File: config.mk
export PLATFORM = sky130hd
export DESIGN_NAME = pid_clamped_range_map
export DESIGN_NICKNAME = d
export VERILOG_FILES = /design/src/hw/rtl/pcrm_pkg.sv /design/src/hw/rtl/pcrm_mul.sv /design/src/hw/rtl/pid_clamped_range_map.sv
export SDC_FILE = /design/constraint.sdc
export NUM_CORES = 2
export LEC_CHECK = 0
export BUFFER_PORTS_ARGS = -buffer_cell sky130_fd_sc_hd__buf_2
export CAP_MARGIN = 40
export CORE_MARGIN = 3
export CORE_UTILIZATION = 55
export DETAILED_ROUTE_END_ITERATION = 8
export MAX_ROUTING_LAYER = met4
export PLACE_DENSITY = 0.71
export SLEW_MARGIN = 20
export SYNTH_ARGS = -nofsm -noshare
export SYNTH_HDL_FRONTEND = slang
export SYNTH_SLANG_ARGS = --single-unit
File: constraint.sdc
create_clock -name clk -period 8.8 [get_ports clk]
set_input_delay 0 -clock clk [delete_from_list [all_inputs] [get_ports clk]]
set_output_delay 0 -clock clk [all_outputs]
set_load 0.02 [all_outputs]
File: src/hw/rtl/pcrm_pkg.sv
package pcrm_pkg;

	localparam int DATA_WIDTH_DEF     = 16;
	localparam int GAIN_FRAC_BITS_DEF = 24;

	localparam int GAIN_W     = 32;
	localparam int RANGE_W    = 16;
	localparam int DRIVE_W    = 17;
	localparam int CFG_IDX_W  = 3;
	localparam int CFG_DATA_W = 32;

	// clamp bounds in whole units
	localparam int P_LIM_INT      = 1000;
	localparam int I_LIM_INT      = 100;
	localparam int I_PROD_LIM_INT = 200;
	localparam int D_LIM_INT      = 1000;
	localparam int SUM_LIM_INT    = 1000;

	// range mapping: t in -1000..1000, divide by 1000 through a reciprocal
	localparam int MAP_FULL  = 1000;
	localparam int MAP_U_W   = 10;
	localparam int MAP_X_W   = MAP_U_W + RANGE_W;
	localparam int MAP_SHIFT = 36;
	localparam logic [MAP_X_W:0] MAP_RECIP = (MAP_X_W + 1)'((64'd1 << MAP_SHIFT) / MAP_FULL);

	localparam logic [GAIN_W-1:0]  KP_RESET  = 32'd16777216;
	localparam logic [GAIN_W-1:0]  KI_RESET  = 32'd1678;
	localparam logic [GAIN_W-1:0]  KD_RESET  = 32'd167772;
	localparam logic [RANGE_W-1:0] POS_RESET = 16'd255;
	localparam logic [RANGE_W-1:0] NEG_RESET = 16'd255;

	localparam logic [CFG_IDX_W-1:0] CFG_KP  = 3'd0;
	localparam logic [CFG_IDX_W-1:0] CFG_KI  = 3'd1;
	localparam logic [CFG_IDX_W-1:0] CFG_KD  = 3'd2;
	localparam logic [CFG_IDX_W-1:0] CFG_POS = 3'd3;
	localparam logic [CFG_IDX_W-1:0] CFG_NEG = 3'd4;

	typedef enum logic [1:0] {
		TERM_P,
		TERM_I,
		TERM_D
	} term_t;

	typedef enum logic [3:0] {
		ST_IDLE,
		ST_MUL_LO,
		ST_MUL_HI,
		ST_ACC,
		ST_SAT,
		ST_SUM,
		ST_NORM,
		ST_MAP_MUL,
		ST_MAP_DIV,
		ST_MAP_FIX,
		ST_FINAL
	} state_t;

endpackage

File: src/hw/rtl/pcrm_mul.sv
module pcrm_mul #(
	parameter int A_W = 32,
	parameter int B_W = 17
) (
	input  logic               clk,
	input  logic [A_W-1:0]     a,
	input  logic [B_W-1:0]     b,
	output logic [A_W+B_W-1:0] prod
);

	logic [A_W+B_W-1:0] prod_q;

	always_ff @(posedge clk) begin
		prod_q <= (A_W + B_W)'(a) * (A_W + B_W)'(b);
	end

	assign prod = prod_q;

endmodule

File: src/hw/rtl/pid_clamped_range_map.sv
// Clamped discrete PID controller with linear range mapping.
//
// Input channel (in_valid/in_ready) carries setpoint and measurement; each
// transfer yields exactly one drive value on the output channel
// (out_valid/out_ready). The previous error and the integral are kept across
// items. P, I and D terms are each formed by two passes of one shared
// 32 x 10 multiplier (low and high half of the error magnitude, or of the
// error difference magnitude for D), then saturated; the same multiplier
// scales the clamped sum onto pos_range or neg_range.
// out_valid rises once the three term passes, the sum, the normalization
// and the mapping steps are done. in_ready is high only while the sequencer
// is idle, so a new item is taken only after the previous drive has entered
// the output register. A finished drive waits in the output register; a
// following item may be taken meanwhile and holds in its last step until the register is free.
// Configuration writes (cfg_valid/cfg_ready) are always taken; unknown
// indexes are dropped. Reset restores the default gains and ranges and
// clears the integral and the previous error.
module pid_clamped_range_map #(
	parameter int DATA_WIDTH     = pcrm_pkg::DATA_WIDTH_DEF,
	parameter int GAIN_FRAC_BITS = pcrm_pkg::GAIN_FRAC_BITS_DEF
) (
	input  logic                                clk,
	input  logic                                arst_n,
	input  logic                                in_valid,
	output logic                                in_ready,
	input  logic signed [DATA_WIDTH-1:0]        setpoint,
	input  logic signed [DATA_WIDTH-1:0]        measurement,
	output logic                                out_valid,
	input  logic                                out_ready,
	output logic signed [pcrm_pkg::DRIVE_W-1:0] drive,
	input  logic                                cfg_valid,
	output logic                                cfg_ready,
	input  logic [pcrm_pkg::CFG_IDX_W-1:0]      cfg_index,
	input  logic [pcrm_pkg::CFG_DATA_W-1:0]     cfg_data
);

	import pcrm_pkg::*;

	localparam int ERR_W  = DATA_WIDTH + 1;
	localparam int MAG_W  = DATA_WIDTH + 2;
	localparam int HALF_W = (MAG_W + 1) / 2;
	localparam int MB_W   = (HALF_W > MAP_U_W) ? HALF_W : MAP_U_W;
	localparam int PROD_W = GAIN_W + MB_W;
	localparam int ACC_W  = GAIN_W + 2 * HALF_W;
	localparam int LIM_W  = GAIN_FRAC_BITS + 10;
	localparam int TERM_W = LIM_W + 1;
	localparam int SUM_W  = LIM_W + 3;
	localparam int CMP_W  = (ACC_W > LIM_W) ? ACC_W : LIM_W;
	localparam int RCP_W  = 2 * MAP_X_W + 1;

	localparam logic [LIM_W-1:0] P_LIM  = LIM_W'(P_LIM_INT) << GAIN_FRAC_BITS;
	localparam logic [LIM_W-1:0] IP_LIM = LIM_W'(I_PROD_LIM_INT) << GAIN_FRAC_BITS;
	localparam logic [LIM_W-1:0] D_LIM  = LIM_W'(D_LIM_INT) << GAIN_FRAC_BITS;
	localparam logic signed [TERM_W:0] I_LIM = (TERM_W + 1)'(I_LIM_INT) << GAIN_FRAC_BITS;
	localparam logic [SUM_W-1:0] SUM_LIM = SUM_W'(SUM_LIM_INT) << GAIN_FRAC_BITS;

	state_t state_q, state_d;
	term_t  term_q;

	logic [GAIN_W-1:0]  kp_q, ki_q, kd_q;
	logic [RANGE_W-1:0] pos_q, neg_q;

	logic signed [ERR_W-1:0]  prev_err_q;
	logic signed [TERM_W-1:0] integral_q;
	logic                     out_valid_q;

	logic [MAG_W-1:0]         err_mag_q, diff_mag_q;
	logic                     err_neg_q, diff_neg_q;
	logic [ACC_W-1:0]         acc_q;
	logic signed [TERM_W-1:0] p_term_q, d_term_q;
	logic signed [SUM_W-1:0]  sum_q;
	logic [MAP_U_W-1:0]       t_mag_q;
	logic                     t_neg_q;
	logic [MAP_X_W-1:0]       x_q;
	logic [RANGE_W-1:0]       qe_q, q_q;
	logic signed [DRIVE_W-1:0] drive_q;

	logic in_xfer, fin_load;

	// input stage arithmetic
	logic signed [ERR_W-1:0] err;
	logic signed [MAG_W-1:0] diff;
	logic [MAG_W-1:0]        err_mag, diff_mag;

	// shared multiplier
	logic [GAIN_W-1:0]   mul_a;
	logic [MB_W-1:0]     mul_b;
	logic [PROD_W-1:0]   mul_p;
	logic [MAG_W-1:0]    mag_sel;
	logic [2*HALF_W-1:0] mag_pad;
	logic [GAIN_W-1:0]   gain_sel;
	logic [MAP_U_W-1:0]  map_u;
	logic [RANGE_W-1:0]  map_r;

	// saturation of one term
	logic [LIM_W-1:0]         lim_sel, sat_mag;
	logic                     term_neg;
	logic signed [TERM_W-1:0] term_val;
	logic signed [TERM_W:0]   isum, isum_sat;

	// normalization and mapping
	logic [SUM_W-1:0]   sum_abs, sum_sat;
	logic [RCP_W-1:0]   rcp_prod;
	logic [MAP_X_W-1:0] rem;
	logic [RANGE_W-1:0] q_fix;

	assign in_xfer   = in_valid && in_ready;
	assign fin_load  = (state_q == ST_FINAL) && (!out_valid_q || out_ready);
	assign cfg_ready = 1'b1;
	assign out_valid = out_valid_q;
	assign drive     = drive_q;

	assign err      = ERR_W'(setpoint) - ERR_W'(measurement);
	assign diff     = MAG_W'(err) - MAG_W'(prev_err_q);
	assign err_mag  = MAG_W'(err[ERR_W-1] ? -err : err);
	assign diff_mag = diff[MAG_W-1] ? -diff : diff;

	assign mag_sel = (term_q == TERM_D) ? diff_mag_q : err_mag_q;
	assign mag_pad = (2 * HALF_W)'(mag_sel);
	assign map_u   = t_neg_q ? MAP_U_W'(MAP_FULL) - t_mag_q : t_mag_q;
	assign map_r   = t_neg_q ? neg_q : pos_q;

	always_comb begin
		case (term_q)
			TERM_P:  begin gain_sel = kp_q; lim_sel = P_LIM;  end
			TERM_I:  begin gain_sel = ki_q; lim_sel = IP_LIM; end
			default: begin gain_sel = kd_q; lim_sel = D_LIM;  end
		endcase
	end

	pcrm_mul #(
		.A_W(GAIN_W),
		.B_W(MB_W)
	) u_mul (
		.clk (clk),
		.a   (mul_a),
		.b   (mul_b),
		.prod(mul_p)
	);

	// exact product magnitude, saturated to the term's bound
	always_comb begin
		sat_mag  = (CMP_W'(acc_q) > CMP_W'(lim_sel)) ? lim_sel : LIM_W'(acc_q);
		term_neg = (term_q == TERM_D) ? diff_neg_q : err_neg_q;
		term_val = term_neg ? -$signed({1'b0, sat_mag}) : $signed({1'b0, sat_mag});
		isum     = (TERM_W + 1)'(integral_q) + (TERM_W + 1)'(term_val);
		if (isum > I_LIM) begin
			isum_sat = I_LIM;
		end else if (isum < -I_LIM) begin
			isum_sat = -I_LIM;
		end else begin
			isum_sat = isum;
		end
	end

	always_comb begin
		sum_abs  = SUM_W'(sum_q[SUM_W-1] ? -sum_q : sum_q);
		sum_sat  = (sum_abs > SUM_LIM) ? SUM_LIM : sum_abs;
		rcp_prod = RCP_W'(MAP_X_W'(mul_p)) * RCP_W'(MAP_RECIP);
		rem      = x_q - MAP_X_W'(qe_q) * MAP_X_W'(MAP_FULL);
		q_fix    = (rem >= MAP_X_W'(MAP_FULL)) ? qe_q + 1'b1 : qe_q;
	end

	always_comb begin
		state_d = state_q;
		unique case (state_q)
			ST_IDLE:    if (in_xfer) state_d = ST_MUL_LO;
			ST_MUL_LO:  state_d = ST_MUL_HI;
			ST_MUL_HI:  state_d = ST_ACC;
			ST_ACC:     state_d = ST_SAT;
			ST_SAT:     state_d = (term_q == TERM_D) ? ST_SUM : ST_MUL_LO;
			ST_SUM:     state_d = ST_NORM;
			ST_NORM:    state_d = ST_MAP_MUL;
			ST_MAP_MUL: state_d = ST_MAP_DIV;
			ST_MAP_DIV: state_d = ST_MAP_FIX;
			ST_MAP_FIX: state_d = ST_FINAL;
			ST_FINAL:   if (fin_load) state_d = ST_IDLE;
			default:    state_d = ST_IDLE;
		endcase
	end

	always_comb begin
		in_ready = 1'b0;
		mul_a    = '0;
		mul_b    = '0;
		unique case (state_q)
			ST_IDLE: begin
				in_ready = 1'b1;
			end
			ST_MUL_LO: begin
				mul_a = gain_sel;
				mul_b = MB_W'(mag_pad[HALF_W-1:0]);
			end
			ST_MUL_HI: begin
				mul_a = gain_sel;
				mul_b = MB_W'(mag_pad[2*HALF_W-1:HALF_W]);
			end
			ST_MAP_MUL: begin
				mul_a = GAIN_W'(map_r);
				mul_b = MB_W'(map_u);
			end
			default: begin
			end
		endcase
	end

	always_ff @(posedge clk or negedge arst_n) begin
		if (!arst_n) begin
			state_q     <= ST_IDLE;
			term_q      <= TERM_P;
			out_valid_q <= 1'b0;
			prev_err_q  <= '0;
			integral_q  <= '0;
			kp_q        <= KP_RESET;
			ki_q        <= KI_RESET;
			kd_q        <= KD_RESET;
			pos_q       <= POS_RESET;
			neg_q       <= NEG_RESET;
		end else begin
			state_q <= state_d;
			if (in_xfer) begin
				term_q     <= TERM_P;
				prev_err_q <= err;
			end else if (state_q == ST_SAT) begin
				case (term_q)
					TERM_P:  term_q <= TERM_I;
					TERM_I:  term_q <= TERM_D;
					default: term_q <= term_q;
				endcase
			end
			if (state_q == ST_SAT && term_q == TERM_I) begin
				integral_q <= TERM_W'(isum_sat);
			end
			if (fin_load) begin
				out_valid_q <= 1'b1;
			end else if (out_ready) begin
				out_valid_q <= 1'b0;
			end
			if (cfg_valid) begin
				unique case (cfg_index)
					CFG_KP:  kp_q  <= cfg_data;
					CFG_KI:  ki_q  <= cfg_data;
					CFG_KD:  kd_q  <= cfg_data;
					CFG_POS: pos_q <= cfg_data[RANGE_W-1:0];
					CFG_NEG: neg_q <= cfg_data[RANGE_W-1:0];
					default: begin
					end
				endcase
			end
		end
	end

	always_ff @(posedge clk) begin
		if (in_xfer) begin
			err_mag_q  <= err_mag;
			err_neg_q  <= err[ERR_W-1];
			diff_mag_q <= diff_mag;
			diff_neg_q <= diff[MAG_W-1];
		end
		case (state_q)
			ST_MUL_HI: acc_q <= ACC_W'(mul_p);
			ST_ACC:    acc_q <= acc_q + (ACC_W'(mul_p) << HALF_W);
			ST_SAT: begin
				if (term_q == TERM_P) p_term_q <= term_val;
				if (term_q == TERM_D) d_term_q <= term_val;
			end
			ST_SUM: sum_q <= SUM_W'(p_term_q) + SUM_W'(integral_q) + SUM_W'(d_term_q);
			ST_NORM: begin
				t_mag_q <= MAP_U_W'(sum_sat >> GAIN_FRAC_BITS);
				t_neg_q <= sum_q[SUM_W-1];
			end
			ST_MAP_DIV: begin
				x_q  <= MAP_X_W'(mul_p);
				qe_q <= RANGE_W'(rcp_prod >> MAP_SHIFT);
			end
			ST_MAP_FIX: q_q <= q_fix;
			ST_FINAL: begin
				if (fin_load) begin
					drive_q <= t_neg_q ? DRIVE_W'(q_q) - DRIVE_W'(neg_q) : DRIVE_W'(q_q);
				end
			end
			default: begin
			end
		endcase
	end

endmodule

Word level (Yosys, flattened, before mapping):

Index checks and enable logic that the tools add are counted.

* word-level logic and storage cells: 119
* output and inout bits: 20
* bits of input ports: 72
* flip-flop bits (word level): 510

* equal/unequal tests: 18
* reduce and logical (&&, ||, !) cells: 23
* add/sub/neg operators: 14
* muxes and demuxes: 28
* multiply operators: 3
* magnitude comparators: 5

Operator list (number)
* 32-bit one-hot mux with 2 select lines: 2
* 35-bit two-way mux: 3
* 50-bit one-hot mux with 2 select lines: 1
* 35-bit by 35-bit adder with 36-bit output: 2
* 34-bit two-way mux: 2
* 16-bit two-way mux: 4
* 50-bit adder: 1
* 50-bit by 34-bit greater-than comparator with 1-bit output: 1
* 26-bit by 25-bit multiplier with 50-bit output (second input constant): 1
* 4-bit one-hot mux with 11 select lines: 1
* 32-bit by 10-bit multiplier with 42-bit output: 1
* 36-bit by 35-bit adder with 37-bit output: 1
* 37-bit by 34-bit greater-than comparator with 1-bit output (second input constant): 1
* 37-bit two-way mux: 1
* 37-bit negation: 1
* 36-bit by 32-bit greater-than comparator with 1-bit output (second input constant): 1
* 36-bit by 32-bit < comparator with 1-bit output (second input constant): 1
* 34-bit negation with 35-bit output: 1
* 16-bit by 16-bit subtractor with 17-bit output: 2
* 10-bit one-hot mux with 3 select lines: 1
* 26-bit by 10-bit greater-or-equal comparator with 1-bit output (second input constant): 1
* 26-bit subtractor: 1
* 16-bit by 7-bit multiplier with 23-bit output (second input constant): 1
* 2-bit AND reduction: 10
* 32 further kinds: 49

Logic depth before layout (Yosys ltp):

* word-level depth: 10
* mapped depth: 30
* gate-level depth less buffers: 30

Hierarchy:

From an unflattened synthesis, not the netlist that was laid out.

* cells, all modules: 5616
* area total of the unflattened synthesis: 53946.7 um2

Modules (own cells, without submodules)
* pid_clamped_range_map: times used 1, area an instance 42970.0 um2, cells an instance 4381
* pcrm_mul: times used 1, area an instance 10976.8 um2, cells an instance 1235

Worst setup path after synthesis:

OpenSTA, ideal clock, no wires.

* path kind: flip-flop to flip-flop
* start point: reg state_q[2]
* end point: reg u_mul.prod_q[37], in the netlist u_mul.prod[37]
* clock period less this slack: 7.605 ns
* data arrival time: 7.533 ns
* slack: 1.195 ns
* data required time: 8.728 ns
* path buffers: 3
* stages on the path, launching flop included: 27
* cell sequence: dfrtp_1 -> clkbuf_1 -> nor3_1 -> clkbuf_1 -> a221oi_1 -> o22ai_1 -> clkbuf_1 -> nand2_1 -> fa_1 -> inv_1 -> fa_1 -> inv_1 -> fa_1 -> inv_1 -> fa_1 -> fa_1 -> ha_1 -> a211o_1 -> a211oi_1 -> nor3_1 -> o21ai_1 -> a21oi_1 -> o31ai_1 -> o21ai_1 -> o311a_1 -> nor2_1 -> xnor2_1

* longest elaborated chain between the ends: 4
* elaborated cells between the ends (all ways): 7
* those cells by class: mul: 1; eq/ne: 3; mux: 2; reduce/logical: 1

RTL lines
* start: declaration: line pid_clamped_range_map.sv:57 `state_t state_q, state_d;`
* start signal: assignment: line pid_clamped_range_map.sv:220 `state_q <= state_d;`
* 4-bit by 2-bit equality test with 1-bit output or 4-bit by 1-bit equality test with 1-bit output (tied branches): line pid_clamped_range_map.sv:186 `unique case (state_q)`
* 2-bit OR reduction (no source line)
* 32-bit one-hot mux with 2 select lines: line pid_clamped_range_map.sv:186
* 32-bit by 10-bit multiplier with 42-bit output (*): line pcrm_mul.sv:14 `prod_q <= (A_W + B_W)'(a) * (A_W + B_W)'(b);`
* end signal: assignment: line pcrm_mul.sv:14
* end: declaration: line pcrm_mul.sv:11 `logic [A_W+B_W-1:0] prod_q;`

Mark *: on every way between the ends. The rest lies on a longest branch, timed or not.
A chain may end at the register's enable or synchronous reset.

Worst setup path after layout:

* start point: reg state_q[1]
* end point: reg u_mul.prod_q[37], in the netlist u_mul.prod[37]

Same word-level chain as after synthesis.

==> out/results.md <==
• status: finished clean
• Num Clock Sinks: 507
• DRC marker count from the first detailed-route iteration: 2778
• Final Wtd Congestion: 0.9207
• transition time of the tightest slew-check pin: 0.9042 ns
• worst clock skew: 0.02916 ns
• CTS tree: done
• EDFF count, synth: 278
• final routed DRC violation total: 0
• largest net degree at the start of global routing: 60
• CTS H-Tree Depth: 2
• Synthesis Warnings: 0
• initial antenna violation count: 3
• critical-path maximum fanout: 15
• total setup violations reported at the end of the flow: 0
• clock transition time at the flip-flop clock pins of the worst setup and hold paths: 0.06 ns
• proportion of register bits with asynchronous set or reset after synthesis: 36.88%
• fraction of layout cells with a size suffix above 1: 9.488%
• net count of the finished layout: 6887
• die area: 101300 µm²
• proportion of synthesized chip area in sequential cells: 25.94%
• Routed wire per std cell: 18.95 µm
• first-pass GRT wire length: 215100 µm
• routed via count: 40220
• placed wire-length estimate: 105400 µm
• die width: 318.2 µm
• number of storage elements in the synthesis netlist: 507
• Most used DFF post-synth: sky130_fd_sc_hd__edfxtp_1
• area of the core: 95860 µm²
• max-slew headroom at the worst pin: 39.31%
• crit start category: register
• worst-skew pair later-pin latency: 0.66 ns
• total routed wirelength: 132900 µm
• Post-Synthesis Mean Instance Area: 9.686 µm²
• synthesized area: 53620 µm²
• Hold Path Class: in2async
• number of hold-slack violations in the final timing report: 0
• Ports: 92
• Arrival @ worst endpoint: 8.83 ns
• TNS Setup: 0 ns
• worst path required time: 9.38 ns
• count of instances resized after the clock tree is built: 0
• All-Layer GR Usage: 27.14%
• setup ws final: 0.5496 ns
• setup slack after placement: 0.5230 ns
• buffers from clock root to sink, at most: 3
• initial core utilization: 55.94%
• Period minus WS final: 8.250 ns
• timing-limited maximum frequency: 0.1212 GHz
• vertical extent of the die: 318.2 µm
• total number of placement rows: 113
• Via-to-Cell Ratio: 5.737
• CP Capture Type: register
• via count of the first global-routing pass: 40430
• library cell used as clock root buffer: sky130_fd_sc_hd__clkbuf_16
• commonest non-fill, non-tap cell in the layout: sky130_fd_sc_hd__inv_1
• leading area contributor after synthesis: sky130_fd_sc_hd__fa_1
• Max-Cap Viols: 0
• # port buffers: 90
• number of max-slew violations in the final report: 0
• highest-count cells in the layout ignoring fill and taps: sky130_fd_sc_hd__inv_1 (884), sky130_fd_sc_hd__ha_1 (592), sky130_fd_sc_hd__fa_1 (528), sky130_fd_sc_hd__nand2_1 (408), sky130_fd_sc_hd__nor2_1 (396)
• Cells after Synth: 5536
• setup repair after global routing missed its margin: no
• Synth cell types: 112
• kind of critical path: reg2reg
• area growth from synthesis to final layout: 9.350%
• synth top area cells: sky130_fd_sc_hd__fa_1 (20%), sky130_fd_sc_hd__edfxtp_1 (16%), sky130_fd_sc_hd__ha_1 (14%), sky130_fd_sc_hd__dfrtp_1 (7.2%), sky130_fd_sc_hd__inv_1 (6.2%)
• Inserted Clock Buffers: 57
• number of routed nets with antenna violations: 0
• First-pass DRT Iterations: 5
• area fraction of the dominant cell type after synthesis: 19.71%
• global route overflow: 0
• fraction of the cycle the final worst path needs: 93.75%
==> cell usage after synthesis, drive strengths merged (24+ instances only) <==
cell,count
a211oi,57
a21o,125
a21oi,252
a31oi,30
and3,33
buf,24
clkbuf,131
dfrtp,154
dfstp,33
dfxtp,42
edfxtp,278
fa,528
ha,592
inv,884
mux2,121
mux2i,44
nand2,411
nand2b,60
nand3,99
nand4,49
nor2,399
nor2b,94
nor3,102
o211ai,38
o21a,36
o21ai,252
o21bai,32
o31ai,33
or3,27
xnor2,177
xor2,78
==> layer usage <==
metal,routed length (µm),up-vias,share of wire [%],GRT usage (%)
li1,-,19150,-,-
met1,57950,19670,44,36.29
met2,62080,1186,47,42.94
met3,8744,223,6.6,4.118
met4,4086,0,3.1,8.280
met5,0,-,0,-
==> worst max-delay path: stages (launching register included) <==
cell and delay, ns:
sky130_fd_sc_hd__dfrtp_1 0.53, sky130_fd_sc_hd__nand2b_1 0.29, sky130_fd_sc_hd__nor3_2 0.42, sky130_fd_sc_hd__buf_4 0.26, sky130_fd_sc_hd__a221oi_1 0.11, sky130_fd_sc_hd__o22ai_2 0.66, sky130_fd_sc_hd__buf_4 0.23, sky130_fd_sc_hd__nand2_1 0.06
sky130_fd_sc_hd__fa_1 0.52, sky130_fd_sc_hd__inv_1 0.06, sky130_fd_sc_hd__fa_1 0.47, sky130_fd_sc_hd__fa_1 0.40, sky130_fd_sc_hd__fa_1 0.51, sky130_fd_sc_hd__inv_1 0.05, sky130_fd_sc_hd__fa_1 0.53, sky130_fd_sc_hd__inv_1 0.04
sky130_fd_sc_hd__ha_1 0.37, sky130_fd_sc_hd__a21o_1 0.19, sky130_fd_sc_hd__a21o_1 0.17, sky130_fd_sc_hd__a21oi_1 0.14, sky130_fd_sc_hd__o21ai_0 0.29, sky130_fd_sc_hd__o21ai_1 0.37, sky130_fd_sc_hd__a21oi_1 0.16, sky130_fd_sc_hd__o31ai_1 0.49
sky130_fd_sc_hd__o21ai_1 0.24, sky130_fd_sc_hd__o311a_1 0.37, sky130_fd_sc_hd__nor2_1 0.12, sky130_fd_sc_hd__xnor2_1 0.12
==> state kept, by name (all words and copies together), names as in the netlist, 17 cells and up <==
name / flops
acc_q: 50
u_mul.prod: 42
sum_q: 37
d_term_q: 35
integral_q: 35
p_term_q: 35
kd_q: 32
ki_q: 32
kp_q: 32
x_q: 23
diff_mag_q: 18
err_mag_q: 18
drive: 17
prev_err_q: 17
==> worst paths after layout <==
check	startpoint	endpoint	slack, ns	cells past startpoint
max in group asynchronous	arst_n	ki_q[1]$_DFFE_PN1P_	7.50	5
max reg2reg	state_q[1]$_DFFE_PN0P_	u_mul.prod[37]$_DFF_P_	0.55	27
min in group clk	setpoint[6]	prev_err_q[6]$_DFFE_PN0P_	0.07	5
min reg2reg	u_mul.prod[5]$_DFF_P_	x_q[5]$_DFFE_PP_	0.45	0
min	arst_n	prev_err_q[13]$_DFFE_PN0P_	0.01	3
max	state_q[1]$_DFFE_PN0P_	u_mul.prod[37]$_DFF_P_	0.55	27
==> cells by family after synthesis <==
group	Yosys count	share of synthesized area, %
simple gates	1404	12.55
fa+ha+maj	1120	33.53
compound gates	1043	13.06
buf+inv	1040	7.345
flops	507	25.94
xor+xnor	255	4.207
mux	165	3.362
other cells	2	0.01401
==> stage by stage <==
| stage | util (%) | hold slack, ns | std cells | cell area (µm²) |
|---|---|---|---|---|
| global route | 61.17 | 0.02296 | 7011 | 58640 |
| detailed placement | 58.45 | 0.04656 | 6843 | 56030 |
| floorplan | - | -0.2956 | 5552 | 53680 |
| global placement | 58.31 | 0.03755 | 6835 | 55890 |
| CTS | 61.14 | 0.008637 | 7006 | 58610 |
| finish | 61.17 | 0.01310 | 7011 | 58640 |
==> cell type report <==
type | instances | area (µm²)
diodes | 2 | 5.005
clock buffers | 76 | 1684
clock inverters | 32 | 325.3
fillers | 7970 | 37220
inverters | 885 | 3322
multi-input cells | 4005 | 35990
flip-flops and latches | 507 | 13910
well taps | 1265 | 1583
repair buffers | 239 | 1812
==> repair_timing <==
| item | CTS | global route |
|---|---|---|
| setup buffers | 0 | 1 |
| hold buffers | 55 | 0 |
| endpoints found under the setup margin | 0 | 4 |
| endpoints found under the hold margin | 195 | 0 |
Power is left out: the tool's default activity adds up to more than one toggle a clock period on the data nets, which glitch-free logic cannot reach.
